### src/design/mba_pkg.sv
// Shared constants, types and helpers for the multichannel block averager.
// No dependencies; every other design file imports this package.
`timescale 1ns / 1ps
`default_nettype none

package mba_pkg;

   localparam int NUM_CH          = 8;
   localparam int NUM_MOTORS      = 4;
   localparam int EMF_W           = 15;
   localparam int CUR_W           = 17;
   localparam int MILLI_DIV       = 1000;
   localparam int CUR_SHIFT       = 2;     // current gain of four
   localparam int STEP_BITS       = 4;     // quotient bits resolved per divider stage
   localparam int WINDOW_DEF      = 25;
   localparam int SAMPLE_BITS_DEF = 24;

   typedef struct packed {
      logic take;   // a transaction is accepted this cycle
      logic last;   // it closes the window
   } lane_ctl_type;

   typedef struct packed {
      logic [NUM_MOTORS-1:0][EMF_W-1:0] emf;
      logic [NUM_MOTORS-1:0][CUR_W-1:0] cur;
   } result_type;

   // Pipeline stages of a constant divider for a dividend of the given width.
   function automatic int div_stages(input int width);
      return (width + STEP_BITS - 1) / STEP_BITS;
   endfunction

endpackage

`default_nettype wire

### src/design/mba_cdiv.sv
// Pipelined unsigned divider by a constant, STEP_BITS quotient bits per stage.
// Depends on mba_pkg.
`timescale 1ns / 1ps
`default_nettype none

module mba_cdiv
   import mba_pkg::*;
#(
   parameter int IN_W    = 29,
   parameter int DIVISOR = 25
) (
   input  wire logic            clock,
   input  wire logic [IN_W-1:0] dividend,
   input  wire logic            sign_in,
   output logic      [IN_W-1:0] quotient,
   output logic                 sign_out
);

   localparam int NST = div_stages(IN_W);
   localparam int PW  = NST * STEP_BITS;
   localparam int RW  = $clog2(DIVISOR + 1);
   localparam logic [RW:0] DIV_C = (RW+1)'(DIVISOR);

   logic [PW-1:0] work_ff [NST];
   logic [PW-1:0] work_in [NST];
   logic [RW-1:0] rem_ff  [NST];
   logic [RW-1:0] rem_in  [NST];
   logic          sign_ff [NST];

   always_comb begin
      logic [PW-1:0] w;
      logic [RW-1:0] r;
      logic [RW:0]   t;
      for (int s = 0; s < NST; s++) begin
         if (s == 0) begin
            w = PW'(dividend);
            r = '0;
         end else begin
            w = work_ff[s-1];
            r = rem_ff[s-1];
         end
         // restoring long division: shift in one dividend bit, subtract if it fits
         for (int k = 0; k < STEP_BITS; k++) begin
            t = {r, w[PW-1]};
            w = {w[PW-2:0], 1'b0};
            if (t >= DIV_C) begin
               t    = t - DIV_C;
               w[0] = 1'b1;
            end
            r = t[RW-1:0];
         end
         work_in[s] = w;
         rem_in[s]  = r;
      end
   end

   always_ff @(posedge clock) begin
      for (int s = 0; s < NST; s++) begin
         work_ff[s] <= work_in[s];
         rem_ff[s]  <= rem_in[s];
         sign_ff[s] <= (s == 0) ? sign_in : sign_ff[(s == 0) ? 0 : s-1];
      end
   end

   assign quotient = work_ff[NST-1][IN_W-1:0];
   assign sign_out = sign_ff[NST-1];

endmodule

`default_nettype wire

### src/design/mba_lane.sv
// One channel lane: accumulator, magnitude stage, division by the window,
// scaling and division by 1000, signed result. Depends on mba_pkg, mba_cdiv.
`timescale 1ns / 1ps
`default_nettype none

module mba_lane
   import mba_pkg::*;
#(
   parameter int SAMPLE_BITS = SAMPLE_BITS_DEF,
   parameter int WINDOW      = WINDOW_DEF,
   parameter int SUM_W       = SAMPLE_BITS_DEF + 5,
   parameter int SHIFT       = 0,
   parameter int OUT_W       = EMF_W
) (
   input  wire logic                   clock,
   input  wire logic                   reset,
   input  wire lane_ctl_type           ctl,
   input  wire logic [SAMPLE_BITS-1:0] sample,
   output logic      [OUT_W-1:0]       result
);

   localparam int AW = SAMPLE_BITS + CUR_SHIFT;
   localparam int EW = (AW > OUT_W) ? AW : OUT_W;

   logic signed [SUM_W-1:0] sample_ext;
   logic signed [SUM_W-1:0] acc;
   logic signed [SUM_W-1:0] sum_ff, sum_in;
   logic signed [SUM_W-1:0] total_ff, total_in;
   logic        [SUM_W-1:0] mag_ff, mag_in;
   logic                    neg_ff;
   logic        [SUM_W-1:0] q_avg;
   logic                    sign_avg;
   logic        [AW-1:0]    scaled;
   logic        [AW-1:0]    q_milli;
   logic                    sign_milli;
   logic        [EW-1:0]    q_ext;
   logic        [EW-1:0]    res_in;
   logic        [OUT_W-1:0] res_ff;

   assign sample_ext = SUM_W'($signed(sample));
   assign acc        = sum_ff + sample_ext;

   always_comb begin
      sum_in   = sum_ff;
      total_in = total_ff;
      if (ctl.take) begin
         if (ctl.last) begin
            total_in = acc;
            sum_in   = '0;
         end else begin
            sum_in = acc;
         end
      end
   end

   assign mag_in = total_ff[SUM_W-1] ? SUM_W'(-total_ff) : SUM_W'(total_ff);

   always_ff @(posedge clock) begin
      if (reset) begin
         sum_ff <= '0;
      end else begin
         sum_ff <= sum_in;
      end
   end

   always_ff @(posedge clock) begin
      total_ff <= total_in;
      mag_ff   <= mag_in;
      neg_ff   <= total_ff[SUM_W-1];
   end

   mba_cdiv #(.IN_W(SUM_W), .DIVISOR(WINDOW)) u_div_win (
      .clock    (clock),
      .dividend (mag_ff),
      .sign_in  (neg_ff),
      .quotient (q_avg),
      .sign_out (sign_avg)
   );

   // average magnitude never exceeds half the sample range
   assign scaled = AW'(q_avg[SAMPLE_BITS-1:0]) << SHIFT;

   mba_cdiv #(.IN_W(AW), .DIVISOR(MILLI_DIV)) u_div_milli (
      .clock    (clock),
      .dividend (scaled),
      .sign_in  (sign_avg),
      .quotient (q_milli),
      .sign_out (sign_milli)
   );

   assign q_ext  = EW'(q_milli);
   assign res_in = sign_milli ? EW'(-q_ext) : q_ext;

   always_ff @(posedge clock) begin
      res_ff <= res_in[OUT_W-1:0];
   end

   assign result = res_ff;

endmodule

`default_nettype wire

### config.mk
export PLATFORM = sky130hd
export DESIGN_NAME = mba_lane
export DESIGN_NICKNAME = d
export VERILOG_FILES = /design/src/design/mba_pkg.sv /design/src/design/mba_cdiv.sv /design/src/design/mba_lane.sv
export SDC_FILE = /design/constraint.sdc
export NUM_CORES = 1
export LEC_CHECK = 0
export ABC_AREA = 1
export BUFFER_PORTS_ARGS = -buffer_cell sky130_fd_sc_hd__buf_4
export CORE_MARGIN = 4
export CORE_UTILIZATION = 60
export DETAILED_ROUTE_END_ITERATION = 12
export GPL_TIMING_DRIVEN = 1
export PLACE_DENSITY = 0.77
export SKIP_CTS_REPAIR_TIMING = 1
export SYNTH_ARGS = -nofsm -noshare
export SYNTH_HDL_FRONTEND = slang
export SYNTH_HIERARCHICAL = 1
export SYNTH_SLANG_ARGS = --single-unit
### constraint.sdc
create_clock -name clock -period 7.45 [get_ports clock]
set_input_delay 1.1175 -clock clock [delete_from_list [all_inputs] [get_ports clock]]
set_output_delay 1.1175 -clock clock [all_outputs]
set_load 0.01 [all_outputs]
==> results of run 1 <==
cells in the final DEF (no fill, tap or decap), drive strengths merged, types with 13 or more instances in the layout:
cell / count
and2: 14
nand4: 54
nor2: 168
clkinv: 16
xnor2: 30
buf: 44
a21oi: 76
xor2: 74
nand3b: 25
ha: 85
nor3: 13
dfxtp: 469
nand2: 962
clkbuf: 57
nand3: 286
inv: 401
edfxtp: 29
o21ai: 65
metal layers:
metal / global-route usage [%] / share of wire, %
met1: 23.6 / 45
met4: 6.04 / 2.4
met5: 0 / 0
met2: 35.5 / 49
met3: 3.43 / 3.7
cell type report:
cell class                      instances  area (um^2)  area share [%]
Clock buffer                           57         1310            5.23
Clock inverter                         34          413            1.65
Inverter                              395         1490            5.95
Multi-Input combinational cell       1890        10600            42.3
Sequential cell                       498        10300            41.0
Tap cell                              504          631            2.52
Timing Repair Buffer                   44          330            1.32
critical path, delay by kind of cell (launching register included):
kind                       cells  cell delay, ns
adders and majority gates      3            0.65
AOI/OAI and AO/OA              1            0.05
DFF                            1            0.34
buffers and inverters          3            0.17
xor gates and xnor gates       1            0.31
and+or+nand+nor               15            2.06
worst min-delay path by stage:
| stage | start | endpoint | slack [ns] | cells after the start |
|---|---|---|---|---|
| after global routing | u_div_win/work_ff[1][99] | u_div_milli/work_ff[0][7] | 0.32 | 0 |
| final | u_div_win/work_ff[1][57] | u_div_win/work_ff[1][93] | 0.32 | 0 |
| after CTS | u_div_win/work_ff[1][99] | u_div_milli/work_ff[0][7] | 0.32 | 0 |
| after detailed placement | u_div_win/work_ff[1][109] | u_div_milli/work_ff[0][17] | 0.31 | 0 |
| after global placement | u_div_win/work_ff[0][6] | u_div_win/work_ff[0][42] | 0.31 | 0 |
| after floorplan | u_div_milli/work_ff[0][24] | u_div_milli/rem_ff[1][0] | 0.31 | 0 |
sequential cells by signal (all words and copies together) (netlist names):
register / cells
total_ff: 29
u_div_milli/rem_ff: 48
u_div_win/work_ff: 188
u_div_win/sign_ff: 8
u_div_win/rem_ff: 31
result: 15
neg_ff: 1
mag_ff: 28
sum_ff: 29
u_div_milli/work_ff: 114
u_div_milli/sign_ff: 7
per-stage QoR:
stage                     setup slack (ns)  hold WS, ns  instances  util, %
final                                 3.74        0.316       3422     67.8
after global routing                  3.29        0.324       3422     67.8
after CTS                             3.74        0.319       3422     67.8
after detailed placement              3.76        0.312       3331     63.2
after global placement                4.00        0.310       3331     63.2
after floorplan                       4.23        0.310       2825        -
==> qor.yml, run 1 <==
finalSetupTns_ns: 0
relSlewSlack_pct: 24.1
worst_pin_slew_ns: 1.14
via_per_inst: 4.98
clk_pin_slew_ns: 0.06
ys_warn_count: 6
grt_pass1_wl_mm: 69.8
htree_levels: 2
grt_overflow_total: 0
syn_area_um2: 22600
grt_util_all_layers_pct: 19.5
gp_congestion: 0.894
start_util_pct: 61.3
status: "finished clean"
start_kind: "flop"
nFillCells: 2958
setup_viol: 0
design.core.area_um2: 36900
rrSetupSlack_ns: 3.74
path_class: "reg2reg"
crit_arrival_ns: 4.17
clk_latency_ns: 0.57
crit_start: "u_div_milli/rem_ff[5][3]"
fmax_mhz: 269
fin_crit_ns: 3.71
antenna_found_initial: 0
ctsRootBufferMaster: "clkbuf_16"
crit_required_ns: 7.91
routedWlPerCell_um: 11.8
die-area_um2: 40900
rr_endpoint: "u_div_milli/work_ff[6][0]"
dp_hpwl_mm: 30.2
fin_worst_skew_ns: 0.0175
post-route-period-util_pct: 49.8
area_delta_synth_final_pct: 10.6
die-height_um: 202
ios: 43
cts_max_path_buffers: 3
final_nets: 2992
vias: 17000
critPathCaptureType: "flop"
drtIter0Drc: 769
grt_pass1_vias: 16300
synth_cells: 2824
rows: 70
cp_slowest_stage_delay_ns: 0.35
placed_cell_area_um2: 23300
cap_violations: 0
reg2reg_from: "u_div_milli/rem_ff[5][3]"
rsz0062_at_grt: "false"
path_cells: "inv_1, ha_1, nor2_1, nand4_1, nand3b_1, xor2_1, ha_1, inv_1, nand2_1, nor2_1, nand2_1, nand3_2, nand2_1, nand2_1, ha_1, inv_1, nand2_1, nor2_1, nand2_1, nand2_1, nand3_1, nor2_1, a21oi_1"
die_w_um: 202
grt_max_degree: 31
dr.pass1.iters: 7
hp-class: "reg2reg"
synth_area_per_cell_um2: 8.01
cts_sinks: 498
endpoint: "u_div_milli/work_ff[6][0]"
cp_slowest_cell: "nand3b_1"
n_antenna_cell: 0
antenna_left: 0
layout-drive-gt1-share_pct: 14.7
slew_violations: 0
cts_tree: "built"
cts_buffers: 49
final_area_um2: 25000
finalHoldViolations: 0
crit_top_cell: "nand2_1"
port_buffers: 42
r2r_cells: 23
route.detailed.drc: 0
crit_path_max_fanout: 12
routed_wl_mm: 40.4
Power of run 1 is not shown: default switching activity piles up to over one toggle a cycle in this logic, so the estimate is an artifact.
==> run 2: changes to the inputs <==
--- a/config.mk
+++ b/config.mk
@@ -5,7 +5,7 @@
 export SDC_FILE = /design/constraint.sdc
 export NUM_CORES = 1
 export LEC_CHECK = 0
-export ABC_AREA = 1
+export ABC_AREA = 0
 export BUFFER_PORTS_ARGS = -buffer_cell sky130_fd_sc_hd__buf_4
 export CORE_MARGIN = 4
 export CORE_UTILIZATION = 60
==> constraint.sdc (replaced) <==
create_clock -name clock -period 3.7 [get_ports clock]
set_input_delay 0.555 -clock clock [delete_from_list [all_inputs] [get_ports clock]]
set_output_delay 0.555 -clock clock [all_outputs]
set_load 0.01 [all_outputs]
==> qor.yml, run 2 <==
r2r_cells: 22  # -4.3%
top_register: "u_div_win/work_ff"
ios: 43  # unchanged
die-area_um2: 39800  # -2.6%
finalHoldViolations: 0  # unchanged
fin_crit_ns: 4.75  # +1.04 ns
fmax_mhz: 211  # -22%
grt_pass1_wl_mm: 77.7  # +11%
route.detailed.drc: 0  # unchanged
routed_wl_mm: 50.2  # +24%
slew_violations: 0  # unchanged
final_area_um2: 28200  # +13%
path_cells: "inv_4, ha_4, nor4b_4, nor2_2, xnor2_2, ha_2, o211ai_1, a2111oi_4, a21o_1, xnor2_2, ha_2, and3_4, nor3b_2, mux2_4, a21oi_4, xnor2_2, ha_2, nand2_1, mux2_4, or2_4, nor2b_4, o311ai_2"
grt_overflow_total: 0  # unchanged
synth_area_per_cell_um2: 10.0  # +25%
worst_pin_slew_ns: 1.03  # -0.110 ns
htree_levels: 2  # unchanged
cap_violations: 0  # unchanged
grt_max_degree: 31  # unchanged
whs_path_depth: 0  # unchanged
ys_warn_count: 6  # unchanged
cts_sinks: 498  # unchanged
rr_endpoint: "u_div_win/rem_ff[6][3]"
critPathBufInv: 1  # -2
n_antenna_cell: 0  # unchanged
port_buffers: 42  # unchanged
final_core_util_pct: 78.5  # +11 points
syn_area_um2: 22000  # -2.7%
clk_latency_ns: 0.58  # about the same
critPathCaptureType: "flop"
nFillCells: 2154  # -27%
start_kind: "flop"
area_delta_synth_final_pct: 28.1
grt_pass1_vias: 17100  # +4.6%
min_from: "u_div_win/work_ff[0][83]"
setup_viol: 27  # +27
drtIter0Drc: 919  # +20%
synth_cells: 2196  # -22%
vias: 17700  # +4.0%
hold_path_end: "u_div_win/work_ff[0][119]"
cp_slowest_cell: "a2111oi_4"
cts_buffers: 48  # -2.0%
reg.largest.list: "u_div_win/work_ff (188), u_div_milli/work_ff (114), u_div_milli/rem_ff (48)"
dr.pass1.iters: 5  # -2
violations: "negative setup slack"
final_common_cell: "dfxtp_1"
grt_util_all_layers_pct: 22.9  # +3.3 points
path_delay_family: "compound AO/OA/AOI/OAI gates"
largest_register_ffs: 188  # unchanged
reg2reg_from: "u_div_win/rem_ff[5][0]"
status: "complete, but fails checks"
layout-drive-gt1-share_pct: 31.1  # +16 points
placed_cell_area_um2: 25000  # +7.2%
crit_path_max_fanout: 4  # -8
via_per_inst: 5.84  # +17%
mostFrequentLayoutCells: "dfxtp_1 (452), buf_4 (337), nand2_1 (111)"
die_w_um: 200  # -1.3%
setup_ws_ns: -1.05  # -4.79 ns
relSlewSlack_pct: 31.2  # +7.2 points
cts_max_path_buffers: 3  # unchanged
die-height_um: 200  # -1.3%
cts_tree: "built"
rows: 69  # -1.4%
final_nets: 2647  # -12%
path_class: "reg2reg"
routedWlPerCell_um: 16.6  # +40%
ctsRootBufferMaster: "clkbuf_16"
start_util_pct: 61.3  # about the same
clk_pin_slew_ns: 0.06  # about the same
fin_worst_skew_ns: 0.0221  # +0.00465 ns
rrSetupSlack_ns: -1.05  # -4.79 ns
design.core.area_um2: 35900  # -2.6%
crit_arrival_ns: 5.24  # +1.07 ns
hp-class: "reg2reg"
rsz0062_at_grt: "true"
crit_required_ns: 4.19  # -3.72 ns
gp_congestion: 0.913  # +2.2%
antenna_left: 0  # unchanged
dp_hpwl_mm: 33.0  # +9.3%
antenna_found_initial: 0  # unchanged
post-route-period-util_pct: 128  # +78 points
cp_slowest_stage_delay_ns: 0.41  # +0.06 ns
place_ws_ns: -0.875  # -4.64 ns
-- run 2: per-layer routing --
metal / vias to the layer above / part of all wire, % / track usage [%]
li1: 8634 / - / -
met1: 8470 / 42 / 28.3
met2: 508 / 51 / 40.9
met3: 105 / 4.2 / 3.56
met4: 0 / 2.5 / 7.55
met5: - / 0 / 0
-- run 2: stage by stage --
stage          cells  setup TNS [ns]  hold slack [ns]
6_report        3032          -15.79            0.318
5_1_grt         3032          -21.69            0.323
4_1_cts         2979          -16.87            0.296
3_5_place_dp    2891          -15.11            0.312
3_3_place_gp    2891          -10.07            0.310
2_1_floorplan   2197          -13.65            0.309
-- run 2: cell type report --
| class | instances | area [um^2] | share of cell area, % |
|---|---|---|---|
| Clock buffer | 63 | 1380 | 4.90 |
| Clock inverter | 25 | 262 | 0.928 |
| Tap cell | 461 | 577 | 2.05 |
| Timing Repair Buffer | 358 | 2770 | 9.81 |
| Multi-Input combinational cell | 1507 | 12400 | 44.1 |
| Inverter | 120 | 468 | 1.66 |
| Sequential cell | 498 | 10300 | 36.5 |
-- run 2: worst reg2reg max path, stage by stage, from the launching register on --
cell and delay (ns):
dfxtp_4 0.36, inv_4 0.05, ha_4 0.16, nor4b_4 0.27, nor2_2 0.11, xnor2_2 0.17
ha_2 0.22, o211ai_1 0.15, a2111oi_4 0.41, a21o_1 0.21, xnor2_2 0.16, ha_2 0.26
and3_4 0.18, nor3b_2 0.04, mux2_4 0.30, a21oi_4 0.19, xnor2_2 0.16, ha_2 0.25
nand2_1 0.08, mux2_4 0.28, or2_4 0.27, nor2b_4 0.13, o311ai_2 0.23
-- run 2: worst max path at each step --
stage                             start                     end  cells past startpoint
2_1_floorplan  u_div_win/work_ff[1][31]  u_div_win/rem_ff[5][1]                     22
3_3_place_gp     u_div_win/rem_ff[5][0]  u_div_win/rem_ff[6][0]                     23
3_5_place_dp     u_div_win/rem_ff[4][0]  u_div_win/rem_ff[5][1]                     22
4_1_cts          u_div_win/rem_ff[5][0]  u_div_win/rem_ff[6][0]                     23
5_1_grt          u_div_win/rem_ff[5][0]  u_div_win/rem_ff[6][0]                     22
6_report         u_div_win/rem_ff[5][0]  u_div_win/rem_ff[6][3]                     22
Power of run 2 is left out for the same reason.
==> run 3: changes to the inputs <==
--- a/config.mk
+++ b/config.mk
@@ -12,6 +12,7 @@
 export DETAILED_ROUTE_END_ITERATION = 12
 export GPL_TIMING_DRIVEN = 1
 export PLACE_DENSITY = 0.77
+export SETUP_SLACK_MARGIN = 0.05
 export SKIP_CTS_REPAIR_TIMING = 1
 export SYNTH_ARGS = -nofsm -noshare
 export SYNTH_HDL_FRONTEND = slang
==> qor.yml, run 3 (synthesis results as in run 2) <==
status: "complete, but fails checks"
violations: "negative setup slack"
die-area_um2: 39800  # unchanged
final_core_util_pct: 78.2  # -0.31 points
start_kind: "flop"
routedWlPerCell_um: 16.4  # -0.97%
grt_util_all_layers_pct: 22.9  # about the same
cts_max_path_buffers: 3  # unchanged
cts_buffers: 47  # -2.1%
fmax_mhz: 215  # +2.0%
final_nets: 2642  # -0.19%
routed_wl_mm: 49.7  # -1.1%
path_class: "reg2reg"
place_ws_ns: -0.909  # -0.0337 ns
route.met2.wl_mm: 25.6  # -0.15%
rrSetupSlack_ns: -0.95  # +0.09 ns
layout-drive-gt1-share_pct: 30.7  # -0.33 points
n_antenna_cell: 0  # unchanged
setup_ws_ns: -0.953  # +0.0943 ns
cp_slowest_cell: "a2111oi_4"
die_w_um: 200  # unchanged
cts_sinks: 498  # unchanged
r2r_cells: 23  # +4.5%
fin_crit_ns: 4.65  # -0.0943 ns
cts_tree: "built"
crit_start: "u_div_win/rem_ff[5][0]"
crit_path_max_fanout: 3  # -1
cap_violations: 0  # unchanged
worst_pin_slew_ns: 1.01  # -0.0217 ns
endpoint: "u_div_win/rem_ff[6][3]"
clk_latency_ns: 0.59  # about the same
design.core.area_um2: 35900  # unchanged
final_common_cell: "dfxtp_1"
rr_endpoint: "u_div_win/rem_ff[6][3]"
ios: 43  # unchanged
reg.largest.list: "u_div_win/work_ff (188), u_div_milli/work_ff (114), u_div_milli/rem_ff (48)"
start_util_pct: 61.3  # unchanged
m1WireLength_mm: 20.8  # -2.2%
relSlewSlack_pct: 32.7  # +1.5 points
top_register: "u_div_win/work_ff"
reg2reg_from: "u_div_win/rem_ff[5][0]"
grt_max_degree: 31  # unchanged
ctsRootBufferMaster: "clkbuf_16"
post-route-period-util_pct: 126  # -2.5 points
grt_overflow_total: 0  # unchanged
via_per_inst: 5.80  # -0.71%
crit_arrival_ns: 5.14  # -0.10 ns
largest_register_ffs: 188  # unchanged
dr.pass1.iters: 8  # +3
crit_required_ns: 4.19  # about the same
grt_pass1_vias: 16900  # -1.0%
clk_pin_slew_ns: 0.07  # about the same
route.detailed.drc: 0  # unchanged
timing.hold.ws_ns: 0.318  # +0.000453 ns
antenna_left: 0  # unchanged
path_cells: "inv_4, ha_4, nor4b_4, nor2_2, xnor2_2, ha_2, o211ai_1, a2111oi_4, a21o_1, xnor2_2, ha_2, inv_2, and3_4, nor3b_2, mux2_4, a21oi_4, xnor2_2, ha_2, nand2_1, mux2_4, or2_1, nor2b_4, o311ai_2"
drtIter0Drc: 942  # +2.5%
rows: 69  # unchanged
topRoutingLayerUsed: "met4"
rsz0062_at_grt: "true"
port_buffers: 42  # unchanged
mostFrequentLayoutCells: "dfxtp_1 (451), buf_4 (338), nand2_1 (115)"
die-height_um: 200  # unchanged
slew_violations: 0  # unchanged
area_delta_synth_final_pct: 27.6
finalHoldViolations: 0  # unchanged
htree_levels: 2  # unchanged
critPathCaptureType: "flop"
setup_viol: 28  # +3.7%
grt_pass1_wl_mm: 77.6  # -0.21%
fin_worst_skew_ns: 0.0110  # -0.0111 ns
vias: 17600  # -0.87%
antenna_found_initial: 0  # unchanged
gp_congestion: 0.915  # +0.26%
dp_hpwl_mm: 33.4  # +1.1%
routed-wl-met3_mm: 2.14  # +2.3%
cp_slowest_stage_delay_ns: 0.40  # about the same
hp-class: "reg2reg"
run 3: layout make-up:
type	count	area, um^2
repair buffers	354	2730
inverters	120	460
well taps	461	577
clock inverters	28	298
flip-flops and latches	498	10300
fillers	2182	7830
clock buffers	59	1330
multi-input cells	1507	12400
run 3: metal layers:
metal,vias to the layer above,GRT usage (%)
met2,462,41.5
met5,-,0
li1,8640,-
met4,0,7.17
met3,107,3.15
met1,8354,28.3
run 3: worst min-delay path by stage:
stage,startpoint,endpoint,cells past startpoint
CTS,sample[0],total_ff[0],2
global placement,mag_ff[21],u_div_win/work_ff[0][25],0
finish,u_div_milli/work_ff[4][6],u_div_milli/work_ff[5][10],0
floorplan,u_div_win/work_ff[0][27],u_div_win/work_ff[0][63],0
global route,sample[0],total_ff[0],2
detailed placement,u_div_win/work_ff[1][27],u_div_win/work_ff[1][63],0
run 3: critical path, delay by kind of cell, from the launching register on:
kind	cells	cell delay (ns)
XOR/XNOR	3	0.46
AO/OA/AOI/OAI	5	1.20
flip-flops	1	0.36
adder cells (fa/ha/maj)	4	0.85
AND/OR/NAND/NOR	7	0.98
multiplexers	2	0.57
buffers and inverters	2	0.12
run 3: stage by stage:
step | std cells | TNS [ns] | area, um^2
floorplan | 2197 | -13.65 | 22500
detailed placement | 2891 | -14.75 | 25000
global route | 3027 | -20.36 | 28100
finish | 3027 | -14.31 | 28100
global placement | 2891 | -10.43 | 25000
CTS | 2978 | -16.38 | 26600
Power of run 3 is left out for the same reason.
